**src/jsu_pkg.sv**
```systemverilog
// shared types and constants for the json string unescaper
// holds the channel words, the front-to-back operation word and the reset values
// no dependencies
package jsu_pkg;

	localparam int unsigned OP_BYTES = 4;
	localparam int unsigned FIFO_DEPTH = 4;
	localparam logic [15:0] CAP_RESET = 16'd1024;

	typedef enum logic [1:0] {
		KIND_DATA  = 2'd0,
		KIND_DONE  = 2'd1,
		KIND_ERROR = 2'd2
	} out_kind_t;

	typedef struct packed {
		logic [7:0] in_byte;
		logic       in_first;
		logic       in_last;
	} in_word_t;

	typedef struct packed {
		out_kind_t   out_kind;
		logic [7:0]  out_byte;
		logic [15:0] out_length;
		logic        out_last;
	} out_word_t;

	// one classified input word: a start or error mark, bytes to write, then an optional done
	typedef struct packed {
		logic                     start;
		logic                     error;
		logic [2:0]               nbytes;
		logic                     atomic;
		logic                     fin;
		logic [OP_BYTES-1:0][7:0] bytes;
	} op_t;

endpackage

```
**src/jsu_fifo.sv**
```systemverilog
// short operation queue between the classifier and the writer
// flop-based storage, depth set by the top level; uses jsu_pkg
module jsu_fifo import jsu_pkg::*; #(
	parameter int unsigned Depth = FIFO_DEPTH
) (
	input  logic clk,
	input  logic arst_n,
	input  logic push,
	input  op_t  push_op,
	output logic full,
	input  logic pop,
	output op_t  head,
	output logic empty
);

	localparam int unsigned PtrW = (Depth > 1) ? $clog2(Depth) : 1;
	localparam int unsigned CntW = $clog2(Depth + 1);

	op_t             mem_q [Depth];
	logic [PtrW-1:0] wr_ptr_q;
	logic [PtrW-1:0] rd_ptr_q;
	logic [CntW-1:0] count_q;

	assign full  = count_q == CntW'(Depth);
	assign empty = count_q == '0;
	assign head  = mem_q[rd_ptr_q];

	always_ff @(posedge clk or negedge arst_n) begin
		if (!arst_n) begin
			wr_ptr_q <= '0;
			rd_ptr_q <= '0;
			count_q  <= '0;
		end else begin
			if (push) begin
				wr_ptr_q <= (wr_ptr_q == PtrW'(Depth - 1)) ? '0 : wr_ptr_q + PtrW'(1);
			end
			if (pop) begin
				rd_ptr_q <= (rd_ptr_q == PtrW'(Depth - 1)) ? '0 : rd_ptr_q + PtrW'(1);
			end
			if (push && !pop) begin
				count_q <= count_q + CntW'(1);
			end else if (pop && !push) begin
				count_q <= count_q - CntW'(1);
			end
		end
	end

	always_ff @(posedge clk) begin
		if (push) begin
			mem_q[wr_ptr_q] <= push_op;
		end
	end

`ifndef ASSERT_OFF
	a_no_push_full: assert property (@(posedge clk) disable iff (!arst_n) push |-> !full)
		else $error("push into full queue");
	a_no_pop_empty: assert property (@(posedge clk) disable iff (!arst_n) pop |-> !empty)
		else $error("pop from empty queue");
	a_count_up: assert property (@(posedge clk) disable iff (!arst_n)
		(push && !pop) |=> (count_q == $past(count_q) + CntW'(1)))
		else $error("queue count did not follow push");
`endif

endmodule

```
**src/jsu_front.sv**
```systemverilog
// classifier: tracks string, escape and hex state per input word
// turns each word into at most one operation for the writer; uses jsu_pkg
module jsu_front import jsu_pkg::*; (
	input  logic     clk,
	input  logic     arst_n,
	input  logic     in_valid,
	output logic     in_stall,
	input  in_word_t in_data,
	input  logic     full,
	output logic     push,
	output op_t      push_op
);

	typedef enum logic [1:0] {
		M_IDLE,
		M_BODY,
		M_ESC,
		M_HEX
	} mode_t;

	typedef struct packed {
		mode_t           mode;
		logic            fin;
		logic [1:0]      n;
		logic [1:0][7:0] b;
	} pstep_t;

	localparam logic [7:0] CH_QUOTE = 8'h22;
	localparam logic [7:0] CH_BSLASH = 8'h5c;
	localparam logic [7:0] CH_SPACE = 8'h20;
	localparam logic [7:0] CH_U = 8'h75;
	localparam logic [7:0] CH_N = 8'h6e;
	localparam logic [7:0] CH_R = 8'h72;
	localparam logic [7:0] CH_T = 8'h74;
	localparam logic [7:0] CH_B = 8'h62;
	localparam logic [7:0] CH_F = 8'h66;
	localparam logic [15:0] UTF_LIM1 = 16'h0080;
	localparam logic [15:0] UTF_LIM2 = 16'h0800;
	localparam logic [7:0] LEAD2 = 8'hc0;
	localparam logic [7:0] LEAD3 = 8'he0;
	localparam logic [7:0] CONT = 8'h80;

	// {valid, value}
	function automatic logic [4:0] hex_digit(logic [7:0] c);
		logic [4:0] r;
		r = '0;
		if (c >= 8'h30 && c <= 8'h39) begin
			r = {1'b1, 4'(c - 8'h30)};
		end else if (c >= 8'h61 && c <= 8'h66) begin
			r = {1'b1, 4'(c - 8'h57)};
		end else if (c >= 8'h41 && c <= 8'h46) begin
			r = {1'b1, 4'(c - 8'h37)};
		end
		return r;
	endfunction

	// one byte in body or escape mode; hex mode here only as replay of a lone u at the end
	function automatic pstep_t plain_step(mode_t m, logic [7:0] c, logic at_end);
		pstep_t r;
		r = '0;
		r.mode = m;
		unique case (m)
			M_IDLE: begin
			end
			M_BODY: begin
				if (c == CH_QUOTE) begin
					r.fin = 1'b1;
					r.mode = M_IDLE;
				end else if (c == CH_BSLASH && !at_end) begin
					r.mode = M_ESC;
				end else begin
					r.n = 2'd1;
					r.b[0] = c;
				end
			end
			M_ESC: begin
				r.mode = M_BODY;
				if (c == CH_U && !at_end) begin
					r.mode = M_HEX;
				end else begin
					unique case (c) inside
						CH_N, CH_R, CH_T: begin
							r.n = 2'd1;
							r.b[0] = CH_SPACE;
						end
						CH_B, CH_F: begin
						end
						default: begin
							r.n = 2'd1;
							r.b[0] = c;
						end
					endcase
				end
			end
			M_HEX: begin
				r.mode = M_BODY;
				r.n = 2'd1;
				r.b[0] = CH_U;
				if (c != CH_QUOTE) begin
					r.n = 2'd2;
					r.b[1] = c;
				end
			end
		endcase
		if (at_end) begin
			r.fin = 1'b1;
			r.mode = M_IDLE;
		end
		return r;
	endfunction

	mode_t       mode_q, mode_n;
	logic [1:0]  hex_count_q, hex_count_n;
	logic [15:0] hex_accum_q, hex_accum_n;
	logic        hex_invalid_q, hex_invalid_n;
	logic [7:0]  held_q [2];
	logic        held_we;
	logic        accept;

	assign in_stall = full;
	assign accept = in_valid && !full;

	always_comb begin
		pstep_t          s;
		logic [4:0]      dig;
		logic            inval;
		logic [15:0]     acc;
		logic [7:0]      c;
		logic [3:0][7:0] lst;
		logic [2:0]      cnt;
		logic            alive;
		mode_t           m;
		mode_n = mode_q;
		hex_count_n = hex_count_q;
		hex_accum_n = hex_accum_q;
		hex_invalid_n = hex_invalid_q;
		held_we = 1'b0;
		push = 1'b0;
		push_op = '0;
		s = '0;
		c = '0;
		lst = '0;
		cnt = '0;
		alive = 1'b0;
		m = M_BODY;
		dig = hex_digit(in_data.in_byte);
		inval = hex_invalid_q | ~dig[4];
		acc = dig[4] ? {hex_accum_q[11:0], dig[3:0]} : hex_accum_q;
		if (accept) begin
			if (in_data.in_first) begin
				hex_count_n = '0;
				hex_accum_n = '0;
				hex_invalid_n = 1'b0;
				push = 1'b1;
				if (in_data.in_byte != CH_QUOTE) begin
					push_op.error = 1'b1;
					mode_n = M_IDLE;
				end else begin
					push_op.start = 1'b1;
					push_op.fin = in_data.in_last;
					mode_n = in_data.in_last ? M_IDLE : M_BODY;
				end
			end else begin
				unique case (mode_q)
					M_IDLE: begin
					end
					M_BODY, M_ESC: begin
						s = plain_step(mode_q, in_data.in_byte, in_data.in_last);
						mode_n = s.mode;
						if (s.mode == M_HEX) begin
							hex_count_n = '0;
							hex_accum_n = '0;
							hex_invalid_n = 1'b0;
						end
						push_op.nbytes = {1'b0, s.n};
						push_op.bytes[0] = s.b[0];
						push_op.bytes[1] = s.b[1];
						push_op.fin = s.fin;
						push = (s.n != 2'd0) || s.fin;
					end
					M_HEX: begin
						if (hex_count_q == 2'd3) begin
							mode_n = in_data.in_last ? M_IDLE : M_BODY;
							hex_count_n = '0;
							hex_accum_n = acc;
							hex_invalid_n = inval;
							push_op.atomic = 1'b1;
							push_op.fin = in_data.in_last;
							if (!inval) begin
								if (acc < UTF_LIM1) begin
									push_op.nbytes = 3'd1;
									push_op.bytes[0] = acc[7:0];
								end else if (acc < UTF_LIM2) begin
									push_op.nbytes = 3'd2;
									push_op.bytes[0] = LEAD2 | {3'b000, acc[10:6]};
									push_op.bytes[1] = CONT | {2'b00, acc[5:0]};
								end else begin
									push_op.nbytes = 3'd3;
									push_op.bytes[0] = LEAD3 | {4'h0, acc[15:12]};
									push_op.bytes[1] = CONT | {2'b00, acc[11:6]};
									push_op.bytes[2] = CONT | {2'b00, acc[5:0]};
								end
							end
							push = !inval || in_data.in_last;
						end else if (in_data.in_last) begin
							// buffer ends inside the escape: u, then held digits and this byte as text
							lst[0] = CH_U;
							cnt = 3'd1;
							alive = 1'b1;
							for (int i = 0; i < 3; i++) begin
								if (alive && 2'(i) <= hex_count_q) begin
									c = (2'(i) == hex_count_q) ? in_data.in_byte : held_q[1'(i)];
									s = plain_step(m, c, 2'(i) == hex_count_q);
									if (s.n != 2'd0) begin
										lst[cnt[1:0]] = s.b[0];
										cnt = cnt + 3'd1;
									end
									if (s.n == 2'd2) begin
										lst[cnt[1:0]] = s.b[1];
										cnt = cnt + 3'd1;
									end
									m = s.mode;
									if (s.fin) begin
										alive = 1'b0;
									end
								end
							end
							push_op.nbytes = cnt;
							push_op.bytes = lst;
							push_op.fin = 1'b1;
							mode_n = M_IDLE;
							hex_count_n = '0;
							push = 1'b1;
						end else begin
							hex_count_n = hex_count_q + 2'd1;
							hex_accum_n = acc;
							hex_invalid_n = inval;
							held_we = hex_count_q != 2'd2;
						end
					end
				endcase
			end
		end
	end

	always_ff @(posedge clk or negedge arst_n) begin
		if (!arst_n) begin
			mode_q <= M_IDLE;
			hex_count_q <= '0;
			hex_accum_q <= '0;
			hex_invalid_q <= 1'b0;
		end else begin
			mode_q <= mode_n;
			hex_count_q <= hex_count_n;
			hex_accum_q <= hex_accum_n;
			hex_invalid_q <= hex_invalid_n;
		end
	end

	always_ff @(posedge clk) begin
		if (held_we) begin
			held_q[hex_count_q[0]] <= in_data.in_byte;
		end
	end

endmodule

```
**src/jsu_back.sv**
```systemverilog
// writer: plays out queued operations one result word per cycle while out_stall allows
// owns the byte count and the capacity check; uses jsu_pkg
module jsu_back import jsu_pkg::*; (
	input  logic        clk,
	input  logic        arst_n,
	input  logic [15:0] cap,
	input  op_t         head,
	input  logic        empty,
	output logic        pop,
	output logic        out_valid,
	input  logic        out_stall,
	output out_word_t   out_data
);

	logic [15:0] cnt_q, cnt_n, cnt_base;
	logic        drop_q, drop_n, drop_base;
	logic [2:0]  pos_q, pos_n;
	logic        out_valid_q;
	out_word_t   out_q;
	out_word_t   word;
	logic        room, emit, done_pop, advance, load, fail;
	logic [2:0]  need;
	logic [16:0] need_sum;

	always_comb begin
		cnt_base = head.start ? '0 : cnt_q;
		drop_base = head.start ? 1'b0 : drop_q;
		room = !out_valid_q || !out_stall;
		need = head.atomic ? ((pos_q == 3'd0) ? head.nbytes : 3'd0) : 3'd1;
		need_sum = {1'b0, cnt_base} + {14'd0, need};
		fail = (need != 3'd0) && (need_sum >= {1'b0, cap});
		emit = 1'b0;
		done_pop = 1'b0;
		word = '0;
		word.out_kind = KIND_DATA;
		cnt_n = cnt_q;
		drop_n = drop_q;
		pos_n = pos_q;
		if (!empty) begin
			if (head.error) begin
				emit = 1'b1;
				word.out_kind = KIND_ERROR;
				word.out_last = 1'b1;
				done_pop = 1'b1;
				cnt_n = '0;
				drop_n = 1'b0;
				pos_n = '0;
			end else if (pos_q < head.nbytes && !drop_base) begin
				emit = 1'b1;
				if (fail) begin
					// no room left: close the string now and skip until the next start
					word.out_kind = KIND_DONE;
					word.out_length = cnt_base;
					word.out_last = 1'b1;
					done_pop = 1'b1;
					cnt_n = cnt_base;
					drop_n = 1'b1;
					pos_n = '0;
				end else begin
					word.out_byte = head.bytes[pos_q[1:0]];
					cnt_n = cnt_base + 16'd1;
					drop_n = drop_base;
					if (pos_q + 3'd1 == head.nbytes && !head.fin) begin
						done_pop = 1'b1;
						pos_n = '0;
					end else begin
						pos_n = pos_q + 3'd1;
					end
				end
			end else if (head.fin && !drop_base) begin
				emit = 1'b1;
				word.out_kind = KIND_DONE;
				word.out_length = cnt_base;
				word.out_last = 1'b1;
				done_pop = 1'b1;
				cnt_n = cnt_base;
				drop_n = 1'b1;
				pos_n = '0;
			end else begin
				done_pop = 1'b1;
				cnt_n = cnt_base;
				drop_n = drop_base;
				pos_n = '0;
			end
		end
		advance = !empty && (!emit || room);
		pop = advance && done_pop;
		load = advance && emit;
	end

	always_ff @(posedge clk or negedge arst_n) begin
		if (!arst_n) begin
			cnt_q <= '0;
			drop_q <= 1'b0;
			pos_q <= '0;
			out_valid_q <= 1'b0;
		end else begin
			if (advance) begin
				cnt_q <= cnt_n;
				drop_q <= drop_n;
				pos_q <= pos_n;
			end
			if (load) begin
				out_valid_q <= 1'b1;
			end else if (!out_stall) begin
				out_valid_q <= 1'b0;
			end
		end
	end

	always_ff @(posedge clk) begin
		if (load) begin
			out_q <= word;
		end
	end

	assign out_valid = out_valid_q;
	assign out_data = out_q;

`ifndef ASSERT_OFF
	a_data_below_cap: assert property (@(posedge clk) disable iff (!arst_n)
		(load && word.out_kind == KIND_DATA) |-> (({1'b0, cnt_base} + 17'd1) < {1'b0, cap}))
		else $error("data word written at or beyond capacity");
	a_done_drops: assert property (@(posedge clk) disable iff (!arst_n)
		(load && word.out_kind == KIND_DONE) |=> drop_q)
		else $error("writer still open after done word");
	a_partial_head: assert property (@(posedge clk) disable iff (!arst_n)
		(pos_q != 3'd0) |-> !empty)
		else $error("partly written operation left the queue");
`endif

endmodule

```
**src/json_string_unescape_utf8.sv**
```systemverilog
// Unescapes one quoted JSON string per in_first-marked run of input words into UTF-8 bytes.
// Input channel: in_valid/in_stall with in_data (byte, first, last); one byte per word.
// Output channel: out_valid/out_stall with out_data; data words, then one done word with
// the written length and out_last set, or a single error word when the first byte is no quote.
// Config: cfg_we/cfg_wdata writes the output capacity; at most capacity minus one data bytes
// are written per string; write it only while the block is idle.
// A result word passes through the operation queue and the writer's output register to out_valid.
// Throughput: one input word per cycle while the operation queue is not full; a word that
// yields k results (up to five) holds the writer until all k are written, and the queue
// of FifoDepth entries between classifier and writer absorbs the difference.
// in_stall rises only when that queue is full; the writer alone waits on out_stall, with
// its output register holding the word, while the classifier keeps taking input.
// Reset: idle, capacity 1024, queue and output empty.
// Depends on jsu_pkg, jsu_front, jsu_fifo, jsu_back.
module json_string_unescape_utf8 import jsu_pkg::*; #(
	parameter int unsigned FifoDepth = FIFO_DEPTH
) (
	input  logic        clk,
	input  logic        arst_n,
	input  logic        in_valid,
	output logic        in_stall,
	input  in_word_t    in_data,
	output logic        out_valid,
	input  logic        out_stall,
	output out_word_t   out_data,
	input  logic        cfg_we,
	input  logic [15:0] cfg_wdata
);

	logic [15:0] cap_q;
	logic        full, push, pop, empty;
	op_t         push_op, head;

	always_ff @(posedge clk or negedge arst_n) begin
		if (!arst_n) begin
			cap_q <= CAP_RESET;
		end else if (cfg_we) begin
			cap_q <= cfg_wdata;
		end
	end

	jsu_front u_front (
		.clk      (clk),
		.arst_n   (arst_n),
		.in_valid (in_valid),
		.in_stall (in_stall),
		.in_data  (in_data),
		.full     (full),
		.push     (push),
		.push_op  (push_op)
	);

	jsu_fifo #(
		.Depth (FifoDepth)
	) u_fifo (
		.clk     (clk),
		.arst_n  (arst_n),
		.push    (push),
		.push_op (push_op),
		.full    (full),
		.pop     (pop),
		.head    (head),
		.empty   (empty)
	);

	jsu_back u_back (
		.clk       (clk),
		.arst_n    (arst_n),
		.cap       (cap_q),
		.head      (head),
		.empty     (empty),
		.pop       (pop),
		.out_valid (out_valid),
		.out_stall (out_stall),
		.out_data  (out_data)
	);

endmodule

```
**config.mk**
```make
export PLATFORM = sky130hd
export DESIGN_NAME = json_string_unescape_utf8
export DESIGN_NICKNAME = d
export VERILOG_FILES = /design/src/jsu_pkg.sv /design/src/jsu_fifo.sv /design/src/jsu_front.sv /design/src/jsu_back.sv /design/src/json_string_unescape_utf8.sv
export SDC_FILE = /design/constraint.sdc
export NUM_CORES = 1
export LEC_CHECK = 0
export BUFFER_PORTS_ARGS = -buffer_cell sky130_fd_sc_hd__clkbuf_2
export CAP_MARGIN = 0
export CORE_ASPECT_RATIO = 0.8
export CORE_UTILIZATION = 63
export CTS_CLUSTER_SIZE = 12
export DETAILED_ROUTE_END_ITERATION = 16
export GPL_TIMING_DRIVEN = 0
export HOLD_SLACK_MARGIN = 0.12
export MAX_ROUTING_LAYER = met4
export PLACE_DENSITY = 0.81
export SYNTH_ARGS = -nofsm -noshare
export SYNTH_HDL_FRONTEND = slang
export SYNTH_SLANG_ARGS = --single-unit
```
**constraint.sdc**
```tcl
create_clock -name clk -period 6.2 [get_ports clk]
set_input_delay 0 -clock clk [delete_from_list [all_inputs] [get_ports clk]]
set_output_delay 0 -clock clk [all_outputs]
set_load 0.01 [all_outputs]
```
Word-level counts from Yosys, hierarchy flattened
Memory sizes are Yosys's and may differ from the RTL's.
Index checks and enable logic that the tools add are counted.
- $add $sub $neg: 16
- multiply operators: 0
- div/mod/pow operators: 0
- magnitude comparators: 24
- equal/unequal tests: 54
- shift-type cells: 0
- muxes and demuxes: 341
- bitwise operators: 6
- reduce and logical (&&, ||, !) cells: 68
- operators by type and width (kind ; count):
    $mux 32 ; 31
    $mux 8 ; 56
    $mux 3 ; 66
    $eq 8x7->1 const B ; 22
    $mux 16 ; 11
    $bwmux 32 ; 4
    $mux 2 ; 53
    $demux 8 s2 ; 5
    $mux 1 ; 74
    $pmux 16 s2 ; 2
    $pmux 8 s2 ; 4
    $mux 17 ; 3
    $mux 24 ; 2
    $pmux 8 s3 ; 2
    $mux 5 ; 9
    $mux 39 ; 1
    $mux 33 ; 1
    $and 16x32->32 ; 1
    $eq 8x6->1 const B ; 4
    $not 32->32 ; 1
    $mux 10 ; 3
    $pmux 2 s3 ; 5
    $logic_and 1x1->1 ; 27
    $eq 2x2->1 const B ; 13
    other kinds (49) ; 109
- register bits: 92
- bits in latches: 0
- bits in writable memories: 172
- ROM bits: 0
- input bits: 31
- output and inout port bits: 29
- word-level logic and storage cells: 528
- memories kept: 2
- memories (memory ; depth ; bits a word ; rd ports ; clocked after memory_dff ; write ports ; line ; source):
    u_fifo.mem_q ; 4 ; 39 ; 1 ; 0 ; 1 ; jsu_fifo.sv:19 ; op_t mem_q [Depth];
    u_front.held_q ; 2 ; 8 ; 2 ; 0 ; 1 ; jsu_front.sv:116 ; logic [7:0] held_q [2];

Depth between registers and ports, before layout
- word-level depth: 69
- mapped depth: 28
- mapped depth without buffers: 27

By module
A second synthesis with hierarchy kept.
- cells, all modules: 1294
- area total of the unflattened synthesis: 15270.9 µm²
- by module, submodules not included (module ; times used ; cells an instance ; area each (µm²) ; sequential area each (µm²)):
    jsu_fifo ; 1 ; 241 ; 6087.1 ; 4859.7
    jsu_front ; 1 ; 644 ; 4938.5 ; 1006.0
    jsu_back ; 1 ; 375 ; 3594.7 ; 1336.3
    json_string_unescape_utf8 ; 1 ; 34 ; 650.6 ; 401.6

Least setup slack after synthesis
OpenSTA, ideal clock, no wires.
- path type: register -> register
- start point: register u_fifo.rd_ptr_q[0]
- end point: register u_fifo.count_q[2]
- setup time: 0.079 ns
- arrival: 5.236 ns
- data required time: 6.121 ns
- slack: 0.885 ns
- cell stages (with the launch flop): 27
- path buffers: 3
- clock period less this slack: 5.315 ns
- cells stage by stage: dfrtp_1 > buf_4 > mux4_2 > clkbuf_1 > nor2b_1 > ha_1 > a21o_1 > a21oi_1 > or2_2 > clkbuf_1 > or3_1 > a21oi_1 > ha_1 > nand4_1 > nor2_1 > a221oi_1 > o211ai_1 > o21ai_2 > nand3_1 > nor2b_1 > inv_1 > ha_1 > inv_1 > fa_1 > xor2_1 > nor2_1 > xor2_1
- longest elaborated chain between the ends: 15
- elaborated cells on any way between the ends: 34
- those cells by class: 1 x add/sub; 2 x order compare; 1 x eq/ne; 14 x mux; 15 x reduce/logical; 1 x memory
- RTL lines (item ; line ; source):
    start, declared ; jsu_fifo.sv:21 ; logic [PtrW-1:0] rd_ptr_q;
    start signal, assigned ; jsu_fifo.sv:38 ; rd_ptr_q <= (rd_ptr_q == PtrW'(Depth - 1)) ? '0 : rd_ptr_q + PtrW'(1);
    $mem_v2 4x39 * ; - ;
    parallel branches: the longest is 10 deep, another holds $add 16x3->17 ; - ;
    $logic_and 1x1->1 * ; jsu_back.sv:87 ; pop = advance && done_pop;
    $logic_not 1->1 ; jsu_fifo.sv:40 ; if (push && !pop) begin
    $logic_and 1x1->1 ; jsu_fifo.sv:40 ;
    $mux 3 or $reduce_bool 2->1 (tied branches) ; - ;
    end signal, assigned ; jsu_fifo.sv:41 ; count_q <= count_q + CntW'(1);
    end signal, assigned ; jsu_fifo.sv:43 ; count_q <= count_q - CntW'(1);
    end, declared ; jsu_fifo.sv:22 ; logic [CntW-1:0] count_q;
Every way passes the cells marked *.
A chain may end at the register's enable or synchronous reset.

Worst setup path in the final report
- start point: register u_fifo.rd_ptr_q[1]
- end point: register u_fifo.count_q[2]
The elaborated chain is that of the path after synthesis.

==> flow_summary.toml <==
[run_status]
result_of_the_run = "finished, final reports clean"

[final_layout]
area_growth_syn_to_layout_pct = 15.8
insertedDiodeCount = 0
n_fill_cell = 1454
fin_area_sq_um = 17200
post_route_cells_drive_above_1_share_pct = 14.7
finalCoreUtilization_pct = 75.5
layout.nets = 1552

[cts]
ctsHtreeMaxLevel = 1
cts_buffer_depth = 3
cts_root_buffer = "clkbuf_16"
clkTransAtPathRegs_ns = 0.07
tritoncts = "done"
clock_insertion_delay_worst_skew_ns = 0.56
cts_buffers = 27
clkSinkCount = 264

[place]
place.detailed.hpwl_um = 31400
gpl.final_weighted_congestion = 0.991
io_buffer_count = 57
placement.cell_area_sq_um = 15700

[logic_synthesis]
synth.ff_latch_count = 264
synth_edf_count = 199
synth-main-ff-cell = "edfxtp_1"
synth.net_count = 1391
synth.lib_cells_used.distinct = 88
async_reset_ff_share_pct = 24.6
netlist_area_sq_um = 14900
count_of_mapped_cells_out_of_synthesis = 1303
post_synth.cell_area_avg_sq_um = 11.4
yosys_warnings = 0
synth_sequential_area_ratio_pct = 51.1

[timing]
slew_at_the_pin_closest_to_its_max_slew_limit_ns = 1.24
finalHoldViolations = 0
fmax_ghz = 0.170
setup_viol = 0
final_min_period_over_clock_period_pct = 94.9
slew_viol_final = 0
max-slew-margin-rel_pct = 16.9
worst_hold_slack_ns = 0.172
period_needed_ns = 5.88
rsz0062_at_grt = "no"
worst_clk_skew_ns = 0.0186
tns_ns = 0

[grt]
overflow = 0
grt_pass1_wl_um = 72600
vias_in_the_first_global_route = 12000
grt_start_max_net_pins = 62
initial_antenna_violation_count = 0
total_routing_usage_reported_by_global_routing_pct = 41.0

[floorplan]
num_io_pins = 60
dieArea_sq_um = 24200
chipWidth_um = 174
rows = 49
dieHeight_um = 139
core_area_sq_um = 22800
floorplan.initialDensity_pct = 65.2

[setup_path]
timing.critical_path.from_type = "register"
worst_path_max_delay_cell = "fa_1"
worst_ep_arrival_time_ns = 6.36
rrSetupSlack_ns = 0.32
cp_top_family = "simple AND/OR/NAND/NOR gates"
worst_path_largest_cell_delay_ns = 0.42
crit_path_frequent_cell = "ha_1"
category_of_the_worst_setup_path_capture_point = "register"
crit_type = "register to register"
cp.buffers_inverters = 5
worstPathRequired_ns = 6.68
crit_fanout = 9

[detailed_routing]
total_number_of_vias = 12800
ant_nets = 0
dr.first_iter.drc_count = 2324
drtPass1Iterations = 7
vias_per_cell = 7.12
detail_route.wl_per_cell_um = 27.0
totalWireLength_um = 48400
drc = 0

[power_and_ir_drop]
p_leak_uw = 0.00650
design_power_total_uw = 5800
worst_ir_drop_on_vdd_mv = 0.315
powerDensity_nw_per_um2 = 337

[job]
cap_violations = 0

[worst_hold_path]
worstHoldPathType = "input pin to register"
-- metal layers --
| layer | GRT usage [%] | up-vias | share of wire (%) |
|---|---|---|---|
| li1 | - | 5314 | - |
| met1 | 58.1 | 6122 | 39 |
| met2 | 60.2 | 1119 | 44 |
| met3 | 8.42 | 196 | 14 |
| met4 | 11.5 | 0 | 3.8 |
| met5 | - | - | 0 |
-- logic make-up (layout without fill, tap and decap cells) --
family / count (synthesis) / after routing / synth area share (%)
and+or+nand+nor: 411 / 411 / 14.3
AOI/OAI and AO/OA: 324 / 324 / 14.7
DFF: 264 / 264 / 51.1
buffers and inverters: 131 / 312 / 3.51
muxes: 93 / 94 / 10.2
adders and majority gates: 57 / 57 / 4.90
xor gates and xnor gates: 23 / 23 / 1.35
-- state kept, by name (all words and copies together), names as in the netlist --
register               flops
u_back.cnt_q              16
u_fifo.wr_ptr_q            2
u_fifo.count_q             3
u_back.drop_q              1
u_front.mode_q             2
u_front.held_q            16
u_front.hex_invalid_q      1
cap_q                     16
u_fifo.rd_ptr_q            2
u_back.out_valid           1
u_back.pos_q               3
u_front.hex_accum_q       16
u_back.out_data           27
u_front.hex_count_q        2
u_fifo.mem_q             156
-- worst reg2reg max path, cell delays in order (launching register included) --
cell and delay (ns):
dfrtp_1 0.40, clkbuf_4 0.23, mux2i_1 0.18, mux2_4 0.38
nand2_1 0.15, inv_1 0.15, ha_1 0.33, a21o_1 0.14
a21oi_2 0.08, or2_2 0.29, clkbuf_1 0.17, or3_1 0.37
a21oi_1 0.17, ha_1 0.26, nand4_1 0.07, nor2_1 0.09
a221oi_1 0.30, o211ai_1 0.19, o21ai_4 0.22, nand3_2 0.14
nor2b_1 0.23, inv_2 0.16, ha_1 0.19, inv_1 0.07
fa_1 0.42, xor2_1 0.16, nor2_1 0.11, xor2_1 0.15
-- stage by stage --
stage,instances,setup WS [ns]
global placement,1666,-0.214
floorplan,1303,0.885
finish,1791,0.316
CTS,1781,0.0236
detailed placement,1672,-0.237
global route,1791,0.00766
-- path summary, 6_finish.rpt --
check	start	to	depth (start not counted)
setup reg to reg	u_fifo.rd_ptr_q[1]	u_fifo.count_q[2]	27
max in group asynchronous	arst_n	cap_q[10]	4
hold / removal	in_valid	u_front.mode_q[1]	5
setup / recovery	u_fifo.rd_ptr_q[1]	u_fifo.count_q[2]	27
min in group asynchronous	arst_n	u_back.cnt_q[3]	3
hold reg to reg	u_front.hex_accum_q[15]	u_front.hex_accum_q[15]	1
-- synthesized netlist by cell type (21+ instances only) --
library cell  count  area share [%]
inv_1            64             1.6
edfxtp_1        199              40
mux2i_1          35             2.4
dfrtp_1          64              11
ha_1             55             4.6
a21oi_1          63             2.1
nor2_1           98             2.5
o21ai_0          74             2.5
nand2_1         101             2.5
mux4_2           45             6.8
nand3_1          22            0.74
clkbuf_1         44             1.1
a21o_1           21             1.1
nor3_1           33             1.1
-- placed cells by master, fill, tap and decap left out, drive strengths merged, types with 6 or more instances in the layout --
cell	instances
edfxtp	199
clkbuf	144
nand2	101
nor2	98
o21ai	78
inv	67
dfrtp	64
a21oi	64
dlygate4sd3	61
ha	55
mux4	46
mux2i	35
buf	35
nor3	34
nand3	22
a21o	21
and2	21
nand4	20
nor2b	17
o211ai	14
o22ai	14
a211oi	14
a31oi	13
nor3b	13
and3	13
xnor2	13
a22o	13
mux2	13
or3	10
xor2	10
a22oi	10
nor4	10
nand2b	9
or4	8
o21a	8
or2	8
o31ai	8
o311ai	6
o41ai	6
-- cell type report --
| class | count | area, sq um | share of cell area, % |
|---|---|---|---|
| plain buffers | 63 | 275 | 1.60 |
| clock buffers | 44 | 739 | 4.29 |
| clock inverters | 6 | 51.3 | 0.298 |
| inverters | 66 | 249 | 1.45 |
| multi-input cells | 909 | 6840 | 39.7 |
| flip-flops and latches | 264 | 7600 | 44.1 |
| well taps | 306 | 383 | 2.22 |
| repair buffers | 133 | 1090 | 6.32 |
-- report_power, final --
group          switching, uW  internal (uW)  total, uW
Sequential               118           2180       2300
Combinational           1190            798       1990
Clock                    697            821       1520
-- timing repair --
action / in CTS / in global routing
cloned: 0 / 1
hold endpoints to repair: 141 / 0
hold buffers: 61 / 0
pin swaps: 0 / 1
setup endpoints to repair: 2 / 4
setup buffers: 0 / 9
resized for setup: 4 / 13
(Power assumes the default switching activity.)
